$ cat src/i2a_pkg.sv
`timescale 1ns / 1ps
// ----------------------------------------------------------------------------
// i2a_pkg: shared types and constants of the integer to text formatter
// Sizes of the value, the digit shift register and the character buffer,
// the mode and register codes, the state type and the hex digit helper.
// ----------------------------------------------------------------------------
package i2a_pkg;

  localparam int VALUE_WIDTH = 32;
  localparam int MAX_PAD     = 32;

  // decimal digits of the largest VALUE_WIDTH-bit value (1233/4096 ~ log10 2)
  localparam int BCD_DIGITS = ((VALUE_WIDTH * 1233) >> 12) + 1;
  localparam int DIG_W      = 4 * BCD_DIGITS;
  localparam int HEX_DIGITS = (VALUE_WIDTH + 3) / 4;

  // longest text per mode: digit positions, separators, sign
  localparam int DEC_POS = (MAX_PAD > BCD_DIGITS) ? MAX_PAD : BCD_DIGITS;
  localparam int HEX_POS = (MAX_PAD > HEX_DIGITS) ? MAX_PAD : HEX_DIGITS;
  localparam int BIN_POS = (MAX_PAD > VALUE_WIDTH) ? MAX_PAD : VALUE_WIDTH;
  localparam int DEC_LEN = DEC_POS + (DEC_POS - 1) / 3 + 1;
  localparam int HEX_LEN = HEX_POS + (HEX_POS - 1) / 4 + 1;
  localparam int BIN_LEN = BIN_POS + (BIN_POS - 1) / 4;
  localparam int DH_LEN  = (DEC_LEN > HEX_LEN) ? DEC_LEN : HEX_LEN;
  localparam int BUF_DEPTH = (DH_LEN > BIN_LEN) ? DH_LEN : BIN_LEN;

  localparam int PTR_W = $clog2(BUF_DEPTH + 1);
  localparam int IDX_W = $clog2(BUF_DEPTH);
  localparam int CNT_W = $clog2(VALUE_WIDTH + 1);

  localparam int CFG_IDX_W  = 3;
  localparam int CFG_DATA_W = 8;

  // base_mode codes
  localparam logic [1:0] MODE_DEC  = 2'd0;
  localparam logic [1:0] MODE_LHEX = 2'd1;
  localparam logic [1:0] MODE_UHEX = 2'd2;
  localparam logic [1:0] MODE_BIN  = 2'd3;

  // register indexes
  localparam logic [CFG_IDX_W-1:0] REG_BASE_MODE  = 3'd0;
  localparam logic [CFG_IDX_W-1:0] REG_FILL_CHAR  = 3'd1;
  localparam logic [CFG_IDX_W-1:0] REG_MIN_DIGITS = 3'd2;
  localparam logic [CFG_IDX_W-1:0] REG_GROUP_CHAR = 3'd3;
  localparam logic [CFG_IDX_W-1:0] REG_FORCE_PLUS = 3'd4;

  localparam logic [7:0] CH_ZERO  = 8'h30;
  localparam logic [7:0] CH_MINUS = 8'h2d;
  localparam logic [7:0] CH_PLUS  = 8'h2b;
  localparam logic [7:0] CH_LOW_A = 8'h61;
  localparam logic [7:0] CH_UP_A  = 8'h41;

  typedef enum logic [2:0] {
    ST_IDLE,
    ST_CONV,
    ST_GEN,
    ST_SIGN,
    ST_PRIME,
    ST_EMIT
  } fmt_state_t;

  function automatic logic [7:0] hex_char(input logic [3:0] d, input logic upper);
    logic [7:0] d8;
    d8 = {4'b0000, d};
    if (d < 4'd10) begin
      hex_char = CH_ZERO + d8;
    end else begin
      hex_char = (upper ? CH_UP_A : CH_LOW_A) + d8 - 8'd10;
    end
  endfunction

endpackage

$ cat src/i2a_dabble.sv
`timescale 1ns / 1ps
// ----------------------------------------------------------------------------
// i2a_dabble: bit-serial binary to bcd converter
// Shift-and-add-3, one value bit per cycle.
// ----------------------------------------------------------------------------
module i2a_dabble (
  input  logic                            clk,
  input  logic                            rst,
  input  logic                            start,
  input  logic [i2a_pkg::VALUE_WIDTH-1:0] value,
  output logic [i2a_pkg::DIG_W-1:0]       bcd,
  output logic                            done
);
  import i2a_pkg::*;

  logic [VALUE_WIDTH-1:0] shreg;
  logic [CNT_W-1:0]       cnt;
  logic                   busy;
  logic [DIG_W-1:0]       adj;

  // add 3 to every digit of 5 or more before the shift
  always_comb begin
    for (int i = 0; i < BCD_DIGITS; i++) begin
      adj[i*4 +: 4] = (bcd[i*4 +: 4] >= 4'd5) ? bcd[i*4 +: 4] + 4'd3 : bcd[i*4 +: 4];
    end
  end

  always_ff @(posedge clk) begin
    if (rst) begin
      busy <= 1'b0;
      done <= 1'b0;
      cnt  <= '0;
    end else begin
      done <= 1'b0;
      if (start) begin
        busy <= 1'b1;
        cnt  <= CNT_W'(VALUE_WIDTH);
      end else if (busy) begin
        cnt <= cnt - 1'b1;
        if (cnt == CNT_W'(1)) begin
          busy <= 1'b0;
          done <= 1'b1;
        end
      end
    end
  end

  always_ff @(posedge clk) begin
    if (start) begin
      shreg <= value;
      bcd   <= '0;
    end else if (busy) begin
      shreg <= {shreg[VALUE_WIDTH-2:0], 1'b0};
      bcd   <= {adj[DIG_W-2:0], shreg[VALUE_WIDTH-1]};
    end
  end

endmodule

$ cat src/i2a_charbuf.sv
`timescale 1ns / 1ps
// ----------------------------------------------------------------------------
// i2a_charbuf: text buffer
// One write port, one read port with registered read data.
// ----------------------------------------------------------------------------
module i2a_charbuf (
  input  logic                      clk,
  input  logic                      we,
  input  logic [i2a_pkg::IDX_W-1:0] waddr,
  input  logic [7:0]                wdata,
  input  logic [i2a_pkg::IDX_W-1:0] raddr,
  output logic [7:0]                rdata
);
  import i2a_pkg::*;

  logic [7:0] mem [BUF_DEPTH];

  always_ff @(posedge clk) begin
    if (we) begin
      mem[waddr] <= wdata;
    end
  end

  always_ff @(posedge clk) begin
    rdata <= mem[raddr];
  end

endmodule

$ cat src/integer_to_ascii_formatter.sv
`timescale 1ns / 1ps
// ----------------------------------------------------------------------------
// integer_to_ascii_formatter: signed integer to ascii text
// Formats one value in decimal, hex or binary with optional fill padding,
// digit grouping and sign, and streams the text out one character per beat.
// ----------------------------------------------------------------------------
//
//   channel  signals                       beat content
//   -------  ----------------------------  ----------------------------------
//   in       in_valid, in_ready, number    one value to format
//   out      out_valid, out_ready,         one character, most significant
//            char_code, last_char          first, last_char on the final one
//   cfg      cfg_we, cfg_index, cfg_data   register write, no wait
//
// flow: a nonzero decimal value first passes the bit-serial bcd converter
//   (one bit a cycle); each character is then written once to the buffer,
//   which has one write port and one read port, and read back in order
// reset: synchronous, clears control, pointers and settings; buffer contents
//   are not cleared, every entry is written before it is read
// stalls: out_ready low holds the output register and the read pointer;
//   the next value is taken while the last character still waits
// ----------------------------------------------------------------------------
module integer_to_ascii_formatter (
  input  logic                              clk,
  input  logic                              rst,
  // configuration
  input  logic                              cfg_we,
  input  logic [i2a_pkg::CFG_IDX_W-1:0]     cfg_index,
  input  logic [i2a_pkg::CFG_DATA_W-1:0]    cfg_data,
  // input channel
  input  logic                              in_valid,
  output logic                              in_ready,
  input  logic signed [31:0]                number,
  // output channel
  output logic                              out_valid,
  input  logic                              out_ready,
  output logic [7:0]                        char_code,
  output logic                              last_char
);
  import i2a_pkg::*;

  // configuration registers
  logic [1:0] base_mode;
  logic [7:0] fill_char;
  logic [5:0] min_digits;
  logic [7:0] group_char;
  logic       force_plus;

  fmt_state_t state, state_next;

  // datapath registers
  logic [DIG_W-1:0] digs;      // digits still to emit, least significant first
  logic [5:0]       rem;       // digit positions still owed to the minimum width
  logic [2:0]       th;        // positions in the current group
  logic [PTR_W-1:0] wptr;      // next write goes below this address
  logic [PTR_W-1:0] raddr;     // read pointer during emission
  logic             zero_r;
  logic             neg_r;

  // input decode
  logic [VALUE_WIDTH-1:0] raw;
  logic                   is_bin;
  logic                   neg_in;
  logic [VALUE_WIDTH-1:0] mag_in;
  logic [5:0]             pad_in;
  logic                   accept;

  // generation
  logic             grp_en;
  logic [2:0]       gsize;
  logic             sep_now;
  logic [7:0]       digit_ch;
  logic [7:0]       gen_ch;
  logic [DIG_W-1:0] digs_shift;
  logic [5:0]       rem_dec;
  logic             gen_done;

  // buffer and converter hookup
  logic             mem_we;
  logic [7:0]       mem_wdata;
  logic [IDX_W-1:0] mem_waddr;
  logic [IDX_W-1:0] mem_raddr;
  logic [7:0]       mem_rdata;
  logic             dab_start;
  logic [DIG_W-1:0] dab_bcd;
  logic             dab_done;

  // emission
  logic             out_load;
  logic             emit_last;

  // --------------------------------------------------------------------------
  // configuration writes
  // --------------------------------------------------------------------------
  always_ff @(posedge clk) begin
    if (rst) begin
      base_mode  <= MODE_DEC;
      fill_char  <= '0;
      min_digits <= '0;
      group_char <= '0;
      force_plus <= 1'b0;
    end else if (cfg_we) begin
      unique case (cfg_index)
        REG_BASE_MODE:  base_mode  <= cfg_data[1:0];
        REG_FILL_CHAR:  fill_char  <= cfg_data;
        REG_MIN_DIGITS: min_digits <= cfg_data[5:0];
        REG_GROUP_CHAR: group_char <= cfg_data;
        REG_FORCE_PLUS: force_plus <= cfg_data[0];
        default: ;
      endcase
    end
  end

  // --------------------------------------------------------------------------
  // input decode: sign, magnitude, pad count
  // --------------------------------------------------------------------------
  always_comb begin
    raw    = number[VALUE_WIDTH-1:0];
    is_bin = (base_mode == MODE_BIN);
    // binary shows the raw pattern, most negative value wraps to itself
    neg_in = !is_bin && raw[VALUE_WIDTH-1];
    mag_in = neg_in ? (~raw + 1'b1) : raw;
    if (fill_char == 8'd0) begin
      pad_in = '0;
    end else if (min_digits == 6'd0 || min_digits > 6'(MAX_PAD)) begin
      pad_in = 6'(MAX_PAD);
    end else begin
      pad_in = min_digits;
    end
  end

  assign in_ready  = (state == ST_IDLE);
  assign accept    = in_valid && in_ready;
  assign dab_start = accept && (base_mode == MODE_DEC) && (mag_in != '0);

  // --------------------------------------------------------------------------
  // character generation, one buffer write per cycle
  // --------------------------------------------------------------------------
  always_comb begin
    grp_en  = (group_char != 8'd0);
    gsize   = (base_mode == MODE_DEC) ? 3'd3 : 3'd4;
    sep_now = grp_en && (th == gsize);
    unique case (base_mode)
      MODE_DEC:  digit_ch = CH_ZERO + {4'b0000, digs[3:0]};
      MODE_LHEX: digit_ch = hex_char(digs[3:0], 1'b0);
      MODE_UHEX: digit_ch = hex_char(digs[3:0], 1'b1);
      MODE_BIN:  digit_ch = CH_ZERO + {7'b0000000, digs[0]};
      default:   digit_ch = CH_ZERO;
    endcase
    priority if (zero_r) begin
      gen_ch = CH_ZERO;
    end else if (sep_now) begin
      gen_ch = group_char;
    end else if (digs != '0) begin
      gen_ch = digit_ch;
    end else begin
      gen_ch = fill_char;   // value used up, padding
    end
    digs_shift = is_bin ? (digs >> 1) : (digs >> 4);
    rem_dec    = (rem != 6'd0) ? rem - 6'd1 : 6'd0;
    gen_done   = zero_r || (!sep_now && (digs_shift == '0) && (rem_dec == 6'd0));
  end

  // --------------------------------------------------------------------------
  // control: next state and buffer port
  // --------------------------------------------------------------------------
  assign out_load  = !out_valid || out_ready;
  assign emit_last = (raddr == PTR_W'(BUF_DEPTH - 1));

  always_comb begin
    state_next = state;
    mem_we     = 1'b0;
    mem_wdata  = gen_ch;
    mem_waddr  = IDX_W'(wptr - 1'b1);
    mem_raddr  = raddr[IDX_W-1:0];
    unique case (state)
      ST_IDLE: begin
        if (accept) begin
          state_next = dab_start ? ST_CONV : ST_GEN;
        end
      end
      ST_CONV: begin
        if (dab_done) begin
          state_next = ST_GEN;
        end
      end
      ST_GEN: begin
        mem_we = (wptr != '0);
        if (gen_done) begin
          state_next = ST_SIGN;
        end
      end
      ST_SIGN: begin
        mem_wdata  = neg_r ? CH_MINUS : CH_PLUS;
        mem_we     = (wptr != '0) && !is_bin && (neg_r || force_plus);
        state_next = ST_PRIME;
      end
      ST_PRIME: begin
        // first character sits at the write pointer
        mem_raddr  = wptr[IDX_W-1:0];
        state_next = ST_EMIT;
      end
      ST_EMIT: begin
        if (out_load) begin
          if (emit_last) begin
            state_next = ST_IDLE;
          end else begin
            mem_raddr = IDX_W'(raddr + 1'b1);
          end
        end
      end
      default: state_next = ST_IDLE;
    endcase
  end

  always_ff @(posedge clk) begin
    if (rst) begin
      state <= ST_IDLE;
    end else begin
      state <= state_next;
    end
  end

  // --------------------------------------------------------------------------
  // datapath registers
  // --------------------------------------------------------------------------
  always_ff @(posedge clk) begin
    if (rst) begin
      wptr  <= PTR_W'(BUF_DEPTH);
      raddr <= '0;
      th    <= '0;
      rem   <= '0;
    end else begin
      unique case (state)
        ST_IDLE: begin
          if (accept) begin
            wptr <= PTR_W'(BUF_DEPTH);
            th   <= '0;
            rem  <= pad_in;
          end
        end
        ST_GEN: begin
          if (wptr != '0) begin
            wptr <= wptr - 1'b1;
          end
          if (!zero_r) begin
            if (sep_now) begin
              th <= '0;
            end else begin
              if (grp_en) begin
                th <= th + 3'd1;
              end
              rem <= rem_dec;
            end
          end
        end
        ST_SIGN: begin
          if (mem_we) begin
            wptr <= wptr - 1'b1;
          end
        end
        ST_PRIME: begin
          raddr <= wptr;
        end
        ST_EMIT: begin
          if (out_load && !emit_last) begin
            raddr <= raddr + 1'b1;
          end
        end
        default: ;
      endcase
    end
  end

  // digit shift register and sign flags, no reset needed
  always_ff @(posedge clk) begin
    if (accept) begin
      digs   <= DIG_W'(mag_in);
      zero_r <= (mag_in == '0);
      neg_r  <= neg_in;
    end else if (state == ST_CONV && dab_done) begin
      digs <= dab_bcd;
    end else if (state == ST_GEN && !zero_r && !sep_now) begin
      digs <= digs_shift;
    end
  end

  // --------------------------------------------------------------------------
  // output register, one beat per character
  // --------------------------------------------------------------------------
  always_ff @(posedge clk) begin
    if (rst) begin
      out_valid <= 1'b0;
    end else if (state == ST_EMIT && out_load) begin
      out_valid <= 1'b1;
    end else if (out_ready) begin
      out_valid <= 1'b0;
    end
  end

  always_ff @(posedge clk) begin
    if (state == ST_EMIT && out_load) begin
      char_code <= mem_rdata;
      last_char <= emit_last;
    end
  end

  // --------------------------------------------------------------------------
  // submodules
  // --------------------------------------------------------------------------
  i2a_dabble u_dabble (
    .clk   (clk),
    .rst   (rst),
    .start (dab_start),
    .value (mag_in),
    .bcd   (dab_bcd),
    .done  (dab_done)
  );

  i2a_charbuf u_charbuf (
    .clk   (clk),
    .we    (mem_we),
    .waddr (mem_waddr),
    .wdata (mem_wdata),
    .raddr (mem_raddr),
    .rdata (mem_rdata)
  );

endmodule
$ cat config.mk
export PLATFORM = sky130hd
export DESIGN_NAME = integer_to_ascii_formatter
export DESIGN_NICKNAME = d
export VERILOG_FILES = /design/src/i2a_pkg.sv /design/src/i2a_dabble.sv /design/src/i2a_charbuf.sv /design/src/integer_to_ascii_formatter.sv
export SDC_FILE = /design/constraint.sdc
export NUM_CORES = 1
export LEC_CHECK = 0
export ABC_AREA = 1
export BUFFER_PORTS_ARGS = -buffer_cell sky130_fd_sc_hd__buf_2
export CAP_MARGIN = 20
export CORE_MARGIN = 2
export CORE_UTILIZATION = 45
export CTS_CLUSTER_SIZE = 14
export DETAILED_ROUTE_END_ITERATION = 16
export PLACE_DENSITY_LB_ADDON = 0.15
export REMOVE_ABC_BUFFERS = 1
export SLEW_MARGIN = 20
export SYNTH_ARGS = -nofsm -noshare
export SYNTH_HDL_FRONTEND = slang
export SYNTH_SLANG_ARGS = --single-unit
$ cat constraint.sdc
create_clock -name clk -period 4.05 [get_ports clk]
set_input_delay 0.405 -clock clk [delete_from_list [all_inputs] [get_ports clk]]
set_output_delay 0.405 -clock clk [all_outputs]
set_load 0.005 [all_outputs]
==> qor.csv <==
stage;metric;value;unit
setup_path;crit path max fanout;10;
synthesis;area share of the leading cell type in the synthesized netlist;49.99;%
sta;Hold WS;0.1002;ns
route;routed len/inst;18.85;um
sta;post-layout min period;3.326;ns
clocking;Clock Root Buffer;clkbuf_16;
sta;Slew Viols, Final;0;
route;via count;19570;
job;Max Cap Viol;0;
setup_path;CP Launch Type;register;
sta;RSZ-0062 raised after global routing;no;
global_routing;largest net degree at the start of global routing;169;
sta;Setup WS post-layout;0.7241;ns
sta;relative slew slack;36.26;%
synthesis;sequential share of the synthesized area;59.05;%
floorplanning;I/O pin count;59;
sta;final hold violation count;0;
synthesis;Cells after Synth;2742;
final_layout;antenna diode count;0;
floorplanning;die area;0.05784;sq mm
final_layout;fraction of layout cells with a size suffix above 1;9.120;%
sta;Tcrit/Tclk final;82.12;%
place;Post-DP HPWL;43690;um
final_layout;most frequent cells in the layout;nand2_1, edfxtp_1, nand3_1;
place;number of port buffers;58;
clocking;CTS Hold Bufs;0;
power;PwrDens;657.6;mW/mm^2
power;peak supply drop;0.3630;mV
synthesis;synth unique cells;46;
global_routing;GRT Total Usage;23.40;%
clocking;clk sinks;533;
clocking;post_cts resized;0;
global_routing;vias in the first global route;18650;
clocking;clk slew on worst S/H paths;0.06;ns
floorplanning;row cnt;86;
clocking;clk_lat worst skew;0.64;ns
route;Iter 0 DRT Violations;1468;
clocking;maximum buffer depth of the clock tree;3;
setup_path;reg2reg start;wptr[0];
synthesis;syn avg cell area;9.180;sq um
synthesis;Area contributors post-synth;edfxtp_1, nand2_1, dfxtp_1;
power;Total Power;0.01858;W
floorplanning;Core ar.;0.05520;sq mm
place;RePlAce Congestion;0.8817;
synthesis;cell taking the most area after synthesis;edfxtp_1;
place;DP Worst Slack;0.5188;ns
setup_path;Critical Setup Path Class;register to register;
sta;worst-margin pin slew;0.9551;ns
synthesis;Cell Area, Synth;0.02517;sq mm
synthesis;register bit count reported by yosys;533;
power;Pleak;10.82;nW
route;Via density;5.453;
hold_path;hold path start;cfg_data[1];
final_layout;area delta synth->final;12.25;%
setup_path;Req. time, crit path;4.30;ns
route;DR DRC count;0;
synthesis;YS warnings;0;
final_layout;Layout fillers;5136;
sta;Worst Clk Skew;0.03826;ns
clocking;H-tree depth;2;
floorplanning;chip width;240.5;um
sta;maximum clock frequency;300.7;MHz
clocking;TritonCTS clock tree;yes;
global_routing;GRT overflow;0;
final_layout;most common cell after layout, fill and taps aside;nand2_1;
route;DRT Pass-1 Iters;5;
outcome;status;finished clean;
global_routing;initial antenna violation count;0;
setup_path;CP Data Arrival Time;3.58;ns
route;Detailed Route WL;67630;um
clocking;Setup Fix Bufs, Post-CTS;0;
setup_path;Worst setup EP type;register;
route;post-route ant nets;0;
setup_path;crit path launch;wptr[0];
floorplanning;die height;240.5;um
floorplanning;initial core utilization;45.60;%
sta;Setup Viol. Count Final;0;
final_layout;fin nets;2876;
clocking;CTS buffer count;56;
hold_path;Hold Path Class;input pin to register;
global_routing;first-pass GRT wire length;104400;um
-- synth_stat cells (all sizes together) --
master / instances
o22ai: 10
nor2: 247
o31ai: 1
o21ai: 251
nor4: 9
nand3b: 6
nand3: 420
a311oi: 2
a21boi: 1
a21oi: 99
a31oi: 10
o2111ai: 1
and3: 2
inv: 215
or2: 9
clkbuf: 81
xnor2: 6
buf: 50
nand4: 25
xor2: 20
and2: 1
a2111oi: 2
dfxtp: 114
mux2i: 4
edfxtp: 419
o221ai: 3
nor3: 21
o211ai: 36
clkinv: 4
ha: 31
a211oi: 6
nand2: 635
o21a: 1
-- layout make-up --
| cell class | count | area [sq um] | area share, % |
|---|---|---|---|
| multi-input cells | 1859 | 8985 | 31.80 |
| clock buffers | 79 | 1600 | 5.664 |
| well taps | 748 | 935.9 | 3.313 |
| inverters | 219 | 822.0 | 2.910 |
| repair buffers | 128 | 865.8 | 3.065 |
| flip-flops and latches | 533 | 14870 | 52.62 |
| clock inverters | 22 | 178.9 | 0.6333 |
-- critical path, stage by stage, from the launching register on --
cell,delay (ns)
dfxtp_1,0.45
clkinv_1,0.32
ha_1,0.31
and3_1,0.21
nor2_1,0.41
nand3_1,0.54
nor2_1,0.73
-- power by group --
part	total [W]	switching [W]	internal, W
Combinational	0.00595	0.00423	0.00172
Sequential	0.00766	0.000505	0.00715
Clock	0.00497	0.00215	0.00282
Total	0.0186	0.00688	0.0117
-- state kept, by name, indices dropped and copies added (netlist names), 3 cells and up --
signal           count
raddr                6
u_charbuf.mem      344
group_char           8
u_dabble.cnt         6
u_dabble.shreg      32
wptr                 6
th                   3
u_charbuf.rdata      8
state                3
u_dabble.bcd        40
rem                  6
digs                40
fill_char            8
min_digits           6
char_code            8
-- final timing paths --
kind | end | slack (ns) | depth (start not counted)
max | u_charbuf.mem[1][5] | 0.72 | 6
min | base_mode[1] | 0.10 | 3
max reg2reg | u_charbuf.mem[1][5] | 0.72 | 6
min reg2reg | char_code[4] | 0.40 | 0
-- cells by family (layout without fill, tap and decap cells) --
| family | Yosys count | count (layout) | synth area share, % |
|---|---|---|---|
| compound gates | 423 | 423 | 9.166 |
| xor+xnor | 26 | 26 | 0.9643 |
| fa+ha+maj | 31 | 31 | 1.541 |
| buf+inv | 350 | 448 | 5.702 |
| flops | 533 | 533 | 59.05 |
| mux | 4 | 4 | 0.1591 |
| simple gates | 1375 | 1375 | 23.41 |
-- metal layers --
metal / wire length [um] / global-route usage, % / vias to the layer above
met1: 28380 / 29.50 / 9328
met3: 3038 / 2.629 / 146
met4: 2497 / 9.373 / 0
met2: 33720 / 41.07 / 537
li1: - / - / 9554
met5: 0 / 0 / -
-- per-stage QoR --
stage          utilization (%)  TNS [ns]  area (sq um)  cells
4_1_cts                  51.18         0         28250   3588
6_report                 51.18         0         28250   3588
3_3_place_gp             47.96         0         26470   3487
5_1_grt                  51.18         0         28250   3588
3_5_place_dp             47.96         0         26470   3487
2_1_floorplan                -    -51.44         24560   2611
No activity file was read; power rests on OpenSTA's default activity.
